[src/rtl/teq_pkg.sv]
package teq_pkg;

    localparam int TEQ_CAPACITY = 16;

    typedef enum logic [2:0] {
        OP_SCHEDULE = 3'd0,
        OP_CANCEL   = 3'd1,
        OP_RUN_DUE  = 3'd2,
        OP_RUN_ALL  = 3'd3,
        OP_CLEAR    = 3'd4
    } op_t;

    typedef enum logic [2:0] {
        KIND_ACK     = 3'd0,
        KIND_CANCEL  = 3'd1,
        KIND_FIRED   = 3'd2,
        KIND_DONE    = 3'd3,
        KIND_CLEARED = 3'd4
    } kind_t;

    typedef struct packed {
        logic [31:0] due;
        logic [31:0] id;
        logic [15:0] tag;
    } entry_t;

    typedef enum logic [1:0] {
        RA_ZERO,
        RA_IDX_P1,
        RA_IDX_M2,
        RA_OCC_M1
    } rd_sel_t;

    typedef enum logic [1:0] {
        WA_IDX,
        WA_IDX_M1,
        WA_IDX_MN
    } wa_sel_t;

    typedef enum logic [2:0] {
        IX_HOLD,
        IX_ZERO,
        IX_OCC,
        IX_INC,
        IX_DEC
    } idx_op_t;

    typedef enum logic [2:0] {
        OC_HOLD,
        OC_INC,
        OC_DEC,
        OC_CLR,
        OC_SUB_N
    } occ_op_t;

    typedef struct packed {
        logic    load_in;
        logic    rd_en;
        rd_sel_t rd_sel;
        logic    wr_en;
        wa_sel_t wr_sel;
        logic    wr_new;
        idx_op_t idx_op;
        logic    n_inc;
        logic    lim_load;
        logic    lim_from_ram;
        occ_op_t occ_op;
        logic    id_inc;
        logic    res_load;
        kind_t   res_kind;
        logic    res_found;
        logic    res_status;
        logic    out_fire;
        logic    out_pend;
    } teq_cmd_t;

    typedef struct packed {
        logic occ_zero;
        logic occ_full;
        logic idx_is1;
        logic idx_last;
        logic due_gt;
        logic id_eq;
        logic due_le;
        logic n_zero;
        logic out_free;
    } teq_stat_t;

endpackage

[src/rtl/timed_event_queue.sv]
// Each word is served in full before the next is taken: in_stall is high outside idle.
// Schedule walks the sorted table RAM over the entries it moves, cancel walks the whole
// occupancy, run fires the due entries and shifts the rest down, run-all first reads the
// last entry for its limit; empty tables, clear and table-full replies skip the walk. The
// walk moves one entry per cycle unless a due entry waits for room at the output.
// Reset clears occupancy and the id counter; table contents stay undefined, no clearing pass.
module timed_event_queue #(
    parameter int CAPACITY = teq_pkg::TEQ_CAPACITY
) (
    input  logic        clk,
    input  logic        rst_n,
    input  logic        in_valid,
    output logic        in_stall,
    input  logic [2:0]  operation,
    input  logic [31:0] time_ms,
    input  logic [31:0] offset_ms,
    input  logic [15:0] command_tag,
    input  logic [31:0] cancel_ref,
    output logic        out_valid,
    input  logic        out_stall,
    output logic [2:0]  kind,
    output logic [31:0] event_id,
    output logic [15:0] fired_tag,
    output logic        found,
    output logic        status,
    output logic [4:0]  fired_count,
    output logic        last
);
    import teq_pkg::*;

    teq_cmd_t  cmd;
    teq_stat_t stat;

    teq_ctrl u_ctrl (
        .clk      (clk),
        .rst_n    (rst_n),
        .in_valid (in_valid),
        .in_stall (in_stall),
        .operation(operation),
        .stat     (stat),
        .cmd      (cmd)
    );

    teq_dp #(
        .CAPACITY(CAPACITY)
    ) u_dp (
        .clk        (clk),
        .rst_n      (rst_n),
        .cmd        (cmd),
        .stat       (stat),
        .time_ms    (time_ms),
        .offset_ms  (offset_ms),
        .command_tag(command_tag),
        .cancel_ref (cancel_ref),
        .out_valid  (out_valid),
        .out_stall  (out_stall),
        .kind       (kind),
        .event_id   (event_id),
        .fired_tag  (fired_tag),
        .found      (found),
        .status     (status),
        .fired_count(fired_count),
        .last       (last)
    );

endmodule

[src/rtl/teq_ram.sv]
module teq_ram #(
    parameter int WIDTH = 8,
    parameter int DEPTH = 16
) (
    input  logic                     clk,
    input  logic                     wr_en,
    input  logic [$clog2(DEPTH)-1:0] wr_addr,
    input  logic [WIDTH-1:0]         wr_data,
    input  logic                     rd_en,
    input  logic [$clog2(DEPTH)-1:0] rd_addr,
    output logic [WIDTH-1:0]         rd_data
);

    logic [WIDTH-1:0] mem [DEPTH];
    logic [WIDTH-1:0] rd_data_reg;

    always_ff @(posedge clk)
    begin
        if (wr_en)
        begin
            mem[wr_addr] <= wr_data;
        end
        if (rd_en)
        begin
            rd_data_reg <= mem[rd_addr];
        end
    end

    assign rd_data = rd_data_reg;

endmodule

[src/rtl/teq_dp.sv]
module teq_dp #(
    parameter int CAPACITY = 16
) (
    input  logic              clk,
    input  logic              rst_n,
    input  teq_pkg::teq_cmd_t cmd,
    output teq_pkg::teq_stat_t stat,
    input  logic [31:0]       time_ms,
    input  logic [31:0]       offset_ms,
    input  logic [15:0]       command_tag,
    input  logic [31:0]       cancel_ref,
    output logic              out_valid,
    input  logic              out_stall,
    output logic [2:0]        kind,
    output logic [31:0]       event_id,
    output logic [15:0]       fired_tag,
    output logic              found,
    output logic              status,
    output logic [4:0]        fired_count,
    output logic              last
);
    import teq_pkg::*;

    localparam int IW = $clog2(CAPACITY);
    localparam int CW = $clog2(CAPACITY + 1);

    logic [CW-1:0] occ_reg, occ_next;
    logic [31:0]   next_id_reg;
    logic [IW-1:0] idx_reg;
    logic [CW-1:0] n_reg;
    logic [31:0]   due_reg, limit_reg, ref_reg;
    logic [15:0]   tag_reg;

    kind_t         res_kind_reg;
    logic [31:0]   res_id_reg;
    logic          res_found_reg, res_status_reg;
    logic [4:0]    res_count_reg;

    logic          out_valid_reg;
    kind_t         kind_reg;
    logic [31:0]   id_reg;
    logic [15:0]   ftag_reg;
    logic          found_reg, status_reg, last_reg;
    logic [4:0]    count_reg;

    logic          wr_en, rd_en;
    logic [IW-1:0] wr_addr, rd_addr;
    entry_t        wr_data, rd_data;
    logic          out_free;

    teq_ram #(
        .WIDTH($bits(entry_t)),
        .DEPTH(CAPACITY)
    ) u_ram (
        .clk    (clk),
        .wr_en  (wr_en),
        .wr_addr(wr_addr),
        .wr_data(wr_data),
        .rd_en  (rd_en),
        .rd_addr(rd_addr),
        .rd_data(rd_data)
    );

    assign wr_en = cmd.wr_en;
    assign rd_en = cmd.rd_en;

    always_comb
    begin
        case (cmd.rd_sel)
            RA_ZERO:   rd_addr = '0;
            RA_IDX_P1: rd_addr = idx_reg + 1'b1;
            RA_IDX_M2: rd_addr = idx_reg - IW'(2);
            RA_OCC_M1: rd_addr = IW'(occ_reg - 1'b1);
            default:   rd_addr = '0;
        endcase
        case (cmd.wr_sel)
            WA_IDX:    wr_addr = idx_reg;
            WA_IDX_M1: wr_addr = idx_reg - 1'b1;
            WA_IDX_MN: wr_addr = idx_reg - n_reg[IW-1:0];
            default:   wr_addr = idx_reg;
        endcase
        if (cmd.wr_new)
        begin
            wr_data = '{due: due_reg, id: next_id_reg, tag: tag_reg};
        end
        else
        begin
            wr_data = rd_data;
        end
    end

    assign out_free = !out_valid_reg || !out_stall;

    always_comb
    begin
        stat.occ_zero = (occ_reg == '0);
        stat.occ_full = ((CW+1)'(occ_reg) >= (CW+1)'(CAPACITY));
        stat.idx_is1  = (idx_reg == IW'(1));
        stat.idx_last = ((CW+1)'(idx_reg) + 1'b1 >= (CW+1)'(occ_reg));
        stat.due_gt   = (rd_data.due > due_reg);
        stat.id_eq    = (rd_data.id == ref_reg);
        stat.due_le   = (rd_data.due <= limit_reg);
        stat.n_zero   = (n_reg == '0);
        stat.out_free = out_free;
    end

    always_comb
    begin
        case (cmd.occ_op)
            OC_INC:   occ_next = occ_reg + 1'b1;
            OC_DEC:   occ_next = occ_reg - 1'b1;
            OC_CLR:   occ_next = '0;
            OC_SUB_N: occ_next = occ_reg - n_reg;
            default:  occ_next = occ_reg;
        endcase
    end

    always_ff @(posedge clk or negedge rst_n)
    begin
        if (!rst_n)
        begin
            occ_reg       <= '0;
            next_id_reg   <= '0;
            idx_reg       <= '0;
            n_reg         <= '0;
            out_valid_reg <= 1'b0;
        end
        else
        begin
            occ_reg <= occ_next;
            if (cmd.id_inc)
            begin
                next_id_reg <= next_id_reg + 1'b1;
            end
            case (cmd.idx_op)
                IX_ZERO: idx_reg <= '0;
                IX_OCC:  idx_reg <= occ_reg[IW-1:0];
                IX_INC:  idx_reg <= idx_reg + 1'b1;
                IX_DEC:  idx_reg <= idx_reg - 1'b1;
                default: idx_reg <= idx_reg;
            endcase
            if (cmd.load_in)
            begin
                n_reg <= '0;
            end
            else if (cmd.n_inc)
            begin
                n_reg <= n_reg + 1'b1;
            end
            if (cmd.out_fire || cmd.out_pend)
            begin
                out_valid_reg <= 1'b1;
            end
            else if (!out_stall)
            begin
                out_valid_reg <= 1'b0;
            end
        end
    end

    always_ff @(posedge clk)
    begin
        if (cmd.load_in)
        begin
            due_reg <= time_ms + offset_ms;
            tag_reg <= command_tag;
            ref_reg <= cancel_ref;
        end
        if (cmd.lim_load)
        begin
            limit_reg <= cmd.lim_from_ram ? rd_data.due : time_ms;
        end
        if (cmd.res_load)
        begin
            res_kind_reg   <= cmd.res_kind;
            res_found_reg  <= cmd.res_found;
            res_status_reg <= cmd.res_status;
            res_id_reg     <= (cmd.res_kind == KIND_ACK && !cmd.res_status) ? next_id_reg : '0;
            res_count_reg  <= (cmd.res_kind == KIND_DONE) ? 5'(n_reg) : 5'd0;
        end
        if (cmd.out_fire)
        begin
            kind_reg   <= KIND_FIRED;
            id_reg     <= rd_data.id;
            ftag_reg   <= rd_data.tag;
            found_reg  <= 1'b0;
            status_reg <= 1'b0;
            count_reg  <= 5'd0;
            last_reg   <= 1'b0;
        end
        else if (cmd.out_pend)
        begin
            kind_reg   <= res_kind_reg;
            id_reg     <= res_id_reg;
            ftag_reg   <= 16'd0;
            found_reg  <= res_found_reg;
            status_reg <= res_status_reg;
            count_reg  <= res_count_reg;
            last_reg   <= 1'b1;
        end
    end

    assign out_valid   = out_valid_reg;
    assign kind        = kind_reg;
    assign event_id    = id_reg;
    assign fired_tag   = ftag_reg;
    assign found       = found_reg;
    assign status      = status_reg;
    assign fired_count = count_reg;
    assign last        = last_reg;

    a_occ_bound: assert property (@(posedge clk) disable iff (!rst_n)
        (CW+1)'(occ_reg) <= (CW+1)'(CAPACITY))
        else $error("occupancy beyond capacity");

    a_id_step: assert property (@(posedge clk) disable iff (!rst_n)
        cmd.id_inc |=> next_id_reg == $past(next_id_reg) + 32'd1)
        else $error("id counter did not advance");

    a_no_load_on_stall: assert property (@(posedge clk) disable iff (!rst_n)
        (cmd.out_fire || cmd.out_pend) |-> out_free)
        else $error("result loaded over a waiting word");

    a_wr_range: assert property (@(posedge clk) disable iff (!rst_n)
        wr_en |-> (CW+1)'(wr_addr) < (CW+1)'(CAPACITY))
        else $error("table write out of range");

endmodule

[src/rtl/teq_ctrl.sv]
module teq_ctrl (
    input  logic               clk,
    input  logic               rst_n,
    input  logic               in_valid,
    output logic               in_stall,
    input  logic [2:0]         operation,
    input  teq_pkg::teq_stat_t stat,
    output teq_pkg::teq_cmd_t  cmd
);
    import teq_pkg::*;

    typedef enum logic [9:0] {
        S_IDLE    = 10'b0000000001,
        S_INS     = 10'b0000000010,
        S_INS_PUT = 10'b0000000100,
        S_CSRCH   = 10'b0000001000,
        S_CSHIFT  = 10'b0000010000,
        S_RLIM    = 10'b0000100000,
        S_RSCAN   = 10'b0001000000,
        S_RSHIFT  = 10'b0010000000,
        S_RDONE   = 10'b0100000000,
        S_FIN     = 10'b1000000000
    } state_t;

    state_t state_reg, state_next;

    assign in_stall = (state_reg != S_IDLE);

    always_comb
    begin
        cmd        = '0;
        state_next = state_reg;
        unique case (state_reg) inside
            S_IDLE:
            begin
                if (in_valid)
                begin
                    cmd.load_in = 1'b1;
                    unique case (operation) inside
                        OP_SCHEDULE:
                        begin
                            if (stat.occ_full)
                            begin
                                cmd.res_load   = 1'b1;
                                cmd.res_kind   = KIND_ACK;
                                cmd.res_status = 1'b1;
                                state_next     = S_FIN;
                            end
                            else
                            begin
                                cmd.idx_op = IX_OCC;
                                if (stat.occ_zero)
                                begin
                                    state_next = S_INS_PUT;
                                end
                                else
                                begin
                                    cmd.rd_en  = 1'b1;
                                    cmd.rd_sel = RA_OCC_M1;
                                    state_next = S_INS;
                                end
                            end
                        end
                        OP_CANCEL:
                        begin
                            if (stat.occ_zero)
                            begin
                                cmd.res_load = 1'b1;
                                cmd.res_kind = KIND_CANCEL;
                                state_next   = S_FIN;
                            end
                            else
                            begin
                                cmd.idx_op = IX_ZERO;
                                cmd.rd_en  = 1'b1;
                                cmd.rd_sel = RA_ZERO;
                                state_next = S_CSRCH;
                            end
                        end
                        OP_RUN_DUE, OP_RUN_ALL:
                        begin
                            cmd.idx_op   = IX_ZERO;
                            cmd.lim_load = 1'b1;
                            cmd.rd_en    = 1'b1;
                            if (stat.occ_zero)
                            begin
                                state_next = S_RDONE;
                            end
                            else if (operation == OP_RUN_ALL)
                            begin
                                cmd.rd_sel = RA_OCC_M1;
                                state_next = S_RLIM;
                            end
                            else
                            begin
                                cmd.rd_sel = RA_ZERO;
                                state_next = S_RSCAN;
                            end
                        end
                        OP_CLEAR:
                        begin
                            cmd.occ_op   = OC_CLR;
                            cmd.res_load = 1'b1;
                            cmd.res_kind = KIND_CLEARED;
                            state_next   = S_FIN;
                        end
                        default:
                        begin
                            state_next = S_IDLE;
                        end
                    endcase
                end
            end
            S_INS:
            begin
                cmd.wr_en  = 1'b1;
                cmd.wr_sel = WA_IDX;
                if (stat.due_gt)
                begin
                    cmd.idx_op = IX_DEC;
                    if (stat.idx_is1)
                    begin
                        state_next = S_INS_PUT;
                    end
                    else
                    begin
                        cmd.rd_en  = 1'b1;
                        cmd.rd_sel = RA_IDX_M2;
                    end
                end
                else
                begin
                    cmd.wr_new   = 1'b1;
                    cmd.id_inc   = 1'b1;
                    cmd.occ_op   = OC_INC;
                    cmd.res_load = 1'b1;
                    cmd.res_kind = KIND_ACK;
                    state_next   = S_FIN;
                end
            end
            S_INS_PUT:
            begin
                cmd.wr_en    = 1'b1;
                cmd.wr_sel   = WA_IDX;
                cmd.wr_new   = 1'b1;
                cmd.id_inc   = 1'b1;
                cmd.occ_op   = OC_INC;
                cmd.res_load = 1'b1;
                cmd.res_kind = KIND_ACK;
                state_next   = S_FIN;
            end
            S_CSRCH, S_CSHIFT:
            begin
                if (state_reg == S_CSHIFT)
                begin
                    cmd.wr_en  = 1'b1;
                    cmd.wr_sel = WA_IDX_M1;
                end
                if (stat.idx_last)
                begin
                    cmd.res_load = 1'b1;
                    cmd.res_kind = KIND_CANCEL;
                    if (state_reg == S_CSHIFT || stat.id_eq)
                    begin
                        cmd.res_found = 1'b1;
                        cmd.occ_op    = OC_DEC;
                    end
                    state_next = S_FIN;
                end
                else
                begin
                    cmd.rd_en  = 1'b1;
                    cmd.rd_sel = RA_IDX_P1;
                    cmd.idx_op = IX_INC;
                    if (stat.id_eq)
                    begin
                        state_next = S_CSHIFT;
                    end
                end
            end
            S_RLIM:
            begin
                cmd.lim_load     = 1'b1;
                cmd.lim_from_ram = 1'b1;
                cmd.rd_en        = 1'b1;
                cmd.rd_sel       = RA_ZERO;
                state_next       = S_RSCAN;
            end
            S_RSCAN:
            begin
                if (stat.due_le)
                begin
                    // hold the entry until the output side has room
                    if (stat.out_free)
                    begin
                        cmd.out_fire = 1'b1;
                        cmd.n_inc    = 1'b1;
                        if (stat.idx_last)
                        begin
                            state_next = S_RDONE;
                        end
                        else
                        begin
                            cmd.rd_en  = 1'b1;
                            cmd.rd_sel = RA_IDX_P1;
                            cmd.idx_op = IX_INC;
                        end
                    end
                end
                else if (stat.n_zero)
                begin
                    state_next = S_RDONE;
                end
                else
                begin
                    cmd.wr_en  = 1'b1;
                    cmd.wr_sel = WA_IDX_MN;
                    if (stat.idx_last)
                    begin
                        state_next = S_RDONE;
                    end
                    else
                    begin
                        cmd.rd_en  = 1'b1;
                        cmd.rd_sel = RA_IDX_P1;
                        cmd.idx_op = IX_INC;
                        state_next = S_RSHIFT;
                    end
                end
            end
            S_RSHIFT:
            begin
                // close the gap left by the fired entries
                cmd.wr_en  = 1'b1;
                cmd.wr_sel = WA_IDX_MN;
                if (stat.idx_last)
                begin
                    state_next = S_RDONE;
                end
                else
                begin
                    cmd.rd_en  = 1'b1;
                    cmd.rd_sel = RA_IDX_P1;
                    cmd.idx_op = IX_INC;
                end
            end
            S_RDONE:
            begin
                cmd.occ_op   = OC_SUB_N;
                cmd.res_load = 1'b1;
                cmd.res_kind = KIND_DONE;
                state_next   = S_FIN;
            end
            S_FIN:
            begin
                if (stat.out_free)
                begin
                    cmd.out_pend = 1'b1;
                    state_next   = S_IDLE;
                end
            end
            default:
            begin
                state_next = S_IDLE;
            end
        endcase
    end

    always_ff @(posedge clk or negedge rst_n)
    begin
        if (!rst_n)
        begin
            state_reg <= S_IDLE;
        end
        else
        begin
            state_reg <= state_next;
        end
    end

endmodule

[config.mk]
export PLATFORM = sky130hd
export DESIGN_NAME = timed_event_queue
export DESIGN_NICKNAME = d
export VERILOG_FILES = /design/src/rtl/teq_pkg.sv /design/src/rtl/timed_event_queue.sv /design/src/rtl/teq_ram.sv /design/src/rtl/teq_dp.sv /design/src/rtl/teq_ctrl.sv
export SDC_FILE = /design/constraint.sdc
export NUM_CORES = 2
export LEC_CHECK = 0
export BUFFER_PORTS_ARGS = -buffer_cell sky130_fd_sc_hd__buf_2
export CELL_PAD_IN_SITES_DETAIL_PLACEMENT = 1
export CELL_PAD_IN_SITES_GLOBAL_PLACEMENT = 1
export CORE_MARGIN = 4
export CORE_UTILIZATION = 48
export DETAILED_ROUTE_END_ITERATION = 16
export PLACE_DENSITY = 0.83
export SLEW_MARGIN = 20
export SYNTH_ARGS = -nofsm -noshare
export SYNTH_HDL_FRONTEND = slang
export SYNTH_SLANG_ARGS = --single-unit
[constraint.sdc]
create_clock -name clk -period 6.5 [get_ports clk]
set_clock_uncertainty 0.05 [all_clocks]
set_input_delay 0.65 -clock clk [delete_from_list [all_inputs] [get_ports clk]]
set_output_delay 0.65 -clock clk [all_outputs]
set_load 0.03 [all_outputs]
==> results.yml <==
final_layout:
  layout_commonest_cell: "edfxtp_1"
  final_cell_mix: "1562 x edfxtp_1, 490 x nand2_1, 490 x mux2i_1, 226 x a21oi_1, 179 x buf_2"
  largest_reg_flops: 1280
  drive_above_1_share_pct: 14.8
  antenna_cells: 0
  area_delta_synth_final_pct: 14.1
  nNetsFinal: 4885
  instances_no_fill: 6653
worst_setup_path:
  worst_setup_path_end_kind: "register"
  crit_path_top_delay_cell: "nor4_1"
  r2r_end: "u_dp.u_ram.rd_data[66]"
  crit_chain: "ha_1 -> and4_1 -> nand3_1 -> nor4_1 -> o31ai_2 -> a31oi_1 -> a311oi_1 -> a311oi_4 -> buf_12 -> buf_12 -> mux2i_1 -> a222oi_1 -> nand2_1 -> or4b_1"
  reg2reg_slack_ps: 480
  reg2regPathDepth: 14
  cpMostUsedCell: "buf_12"
  worstSetupStartpointType: "register"
  critPathRequiredTime_ps: 6950
  max_stage_delay_ps: 640
  path_max_fanout: 49
  timing.rr.start: "u_dp.u_ram.rd_data[75]"
  critPathKind: "register to register"
  critical_path_arrival_ps: 6470
drt:
  vias: 41600
  ant_nets: 0
  via_per_inst: 6.25
  wl_per_cell_um: 30.8
  drtIter0Drc: 5017
  dr.pass1.iters: 8
  drt_drc_violations_left: 0
  wirelength_um: 205000
power:
  pwr-share-comb_pct: 20.5
  swShare_pct: 30.3
  pwr-share-seq_pct: 47.1
  p_int_mw: 20.3
  leakagePower_nw: 28.5
  switching_power_mw: 8.83
  power.density_nw_per_um2: 377
  vdd_ir_drop_max_v: 0.000256
  p_clk_share_pct: 32.5
timing:
  post-route-period-util_pct: 92.6
  finalSetupViolations: 0
  max-slew-margin-rel_pct: 30.5
  hold_violations: 0
  worst_pin_slew_ps: 1030
  finalMaxSlewViolations: 0
  fin_setup_tns_ps: 0
  max_freq_mhz: 166
  rsz0062_at_grt: "no"
  finalCriticalPeriod_ps: 6020
synth:
  synthCells: 4358
  synth_edf_count: 1562
  syn-num-nets: 4599
  async_reset_ff_share_pct: 3.50
  ys_seq_area_share_pct: 71.8
  ys_seq_elements: 1630
  syn_area_per_cell_um2: 15.5
  syn_area_um2: 67700
  synthFlopType: "edfxtp_1"
  ys_types: 91
  synth_warnings: 0
worst_hold_path:
  min_to: "u_dp.due_reg[0]"
  hold_depth: 2
  worstHoldStart: "offset_ms[0]"
  hp-class: "primary input to register"
floorplanning:
  core_area_um2: 140000
  num_rows: 137
  die-area_um2: 147000
  initial_core_util_pct: 48.4
  dieWidth_um: 383
  pin_count: 180
  die_y_um: 383
clock_tree:
  ctsHoldBuffers: 49
  cts_buffers: 166
  cts_resized: 0
  post_cts.repair.setup_buffers: 0
  cts_tree: "built"
  clock_path_buffers: 3
  clock_sinks: 1630
  clockRootBuffer: "clkbuf_16"
  path_clk_slew_ps: 60
  clock_latency_ps: 830
  cts_htree_levels: 4
flow_run:
  max_cap_violations: 0
place:
  place.port_buffers: 179
  numPlacedInstances: 6303
  dp_hpwl_um: 115000
  gp_congestion: 0.850
global_route:
  grt_pass1_wl_um: 298000
  gr-usage-all-layers_pct: 27.6
  grt_pass1_vias: 44244
  grt_antenna_before_repair: 7
  grt_max_degree: 81
  overflow: 0
run_status:
  status: "finished clean"
==> worst max-delay path, delay by kind of cell, from the launching register on <==
family,cells,cell delay [ps]
adders and majority gates,1,390
DFF,1,510
and+or+nand+nor,5,1930
AOI/OAI and AO/OA,5,1590
muxes,1,290
buffers and inverters,2,810
==> layer usage <==
metal	GRT usage [%]	share of wire, %	wire length, um
met1	35.8	38	78600
met2	46.9	50	102000
met3	5.10	8.8	18000
met4	9.55	3.4	6960
met5	0	0.023	47
==> kinds of logic (layout without fill, tap and decap cells) <==
kind of cell	count (synthesis)	count (layout)	share of synthesized area [%]
compound gates	633	633	6.06
flops	1630	1630	71.8
fa+ha+maj	122	122	2.29
simple gates	914	914	6.81
xor+xnor	108	108	1.40
mux	632	632	9.61
buf+inv	319	738	2.07
==> power by group through the flow <==
stage	clock, mW	sequential, mW	combinational (mW)
after floorplan	0	13.7	3.58
after global placement	0	13.8	5.36
after detailed placement	0	13.9	5.73
after CTS	9.53	13.7	5.86
after global routing	10.0	13.7	6.31
final	9.45	13.7	5.95
==> synth_stat cells (all sizes together) (4+ instances only) <==
cell type	n	area share, %
a2111oi	5	0.067
a211oi	11	0.14
a21o	25	0.28
a21oi	226	1.7
a222oi	77	1.1
a22oi	4	0.044
a31oi	10	0.092
and2	61	0.56
and3	17	0.16
and4	5	0.065
buf	124	0.99
clkbuf	83	0.46
dfrtp	56	2.1
dfxtp	11	0.33
edfxtp	1562	69
ha	119	2.2
inv	111	0.62
mux2	142	2.4
mux2i	490	7.2
nand2	492	2.7
nand2b	17	0.16
nand3	33	0.26
nand4	28	0.29
nand4b	4	0.061
nor2	107	0.60
nor2b	9	0.083
nor3	15	0.11
nor3b	5	0.072
nor4	21	0.23
o211ai	7	0.078
o21a	14	0.16
o21ai	117	0.87
o21bai	5	0.061
o221ai	5	0.065
o22ai	81	0.75
o311ai	5	0.087
o31ai	5	0.083
or3	7	0.072
or4b	79	1.2
xnor2	51	0.66
xor2	57	0.74
==> how the worst max path moves through the flow <==
stage                                      start                endpoint  slack [ps]  cells after the start
final                     u_dp.u_ram.rd_data[75]  u_dp.u_ram.rd_data[66]         480                     14
after global routing      u_dp.u_ram.rd_data[79]  u_dp.u_ram.rd_data[66]         430                     14
after CTS                 u_dp.u_ram.rd_data[79]  u_dp.u_ram.rd_data[66]         640                     14
after detailed placement  u_dp.u_ram.rd_data[75]  u_dp.u_ram.rd_data[66]         740                     14
after global placement    u_dp.u_ram.rd_data[75]  u_dp.u_ram.rd_data[66]         890                     14
after floorplan           u_dp.u_ram.rd_data[61]   u_dp.u_ram.mem[14][0]        -590                     15
==> area by class of cell <==
class                   instances  area [um^2]
well taps                    1876         2350
inverters                     112          423
multi-input cells            2409        18000
clock buffers                 206         4360
repair buffers                325         2640
fillers                     13002        62500
flip-flops and latches       1630        48600
clock inverters                95          942
==> through the flow <==
| stage | utilization (%) | power, mW | area (um^2) | setup WS (ps) | hold slack (ps) |
|---|---|---|---|---|---|
| 3_3_place_gp | 51.1 | 19.2 | 71400 | 894 | 380 |
| 6_report | 55.3 | 29.1 | 77200 | 484 | 79.6 |
| 5_1_grt | 55.3 | 30.1 | 77200 | 429 | 56.2 |
| 2_1_floorplan | - | 17.3 | 67700 | -589 | 304 |
| 4_1_cts | 55.3 | 29.1 | 77200 | 642 | 20.7 |
| 3_5_place_dp | 51.1 | 19.6 | 71400 | 743 | 390 |
Note: power is estimated with default switching activity, not from simulation.
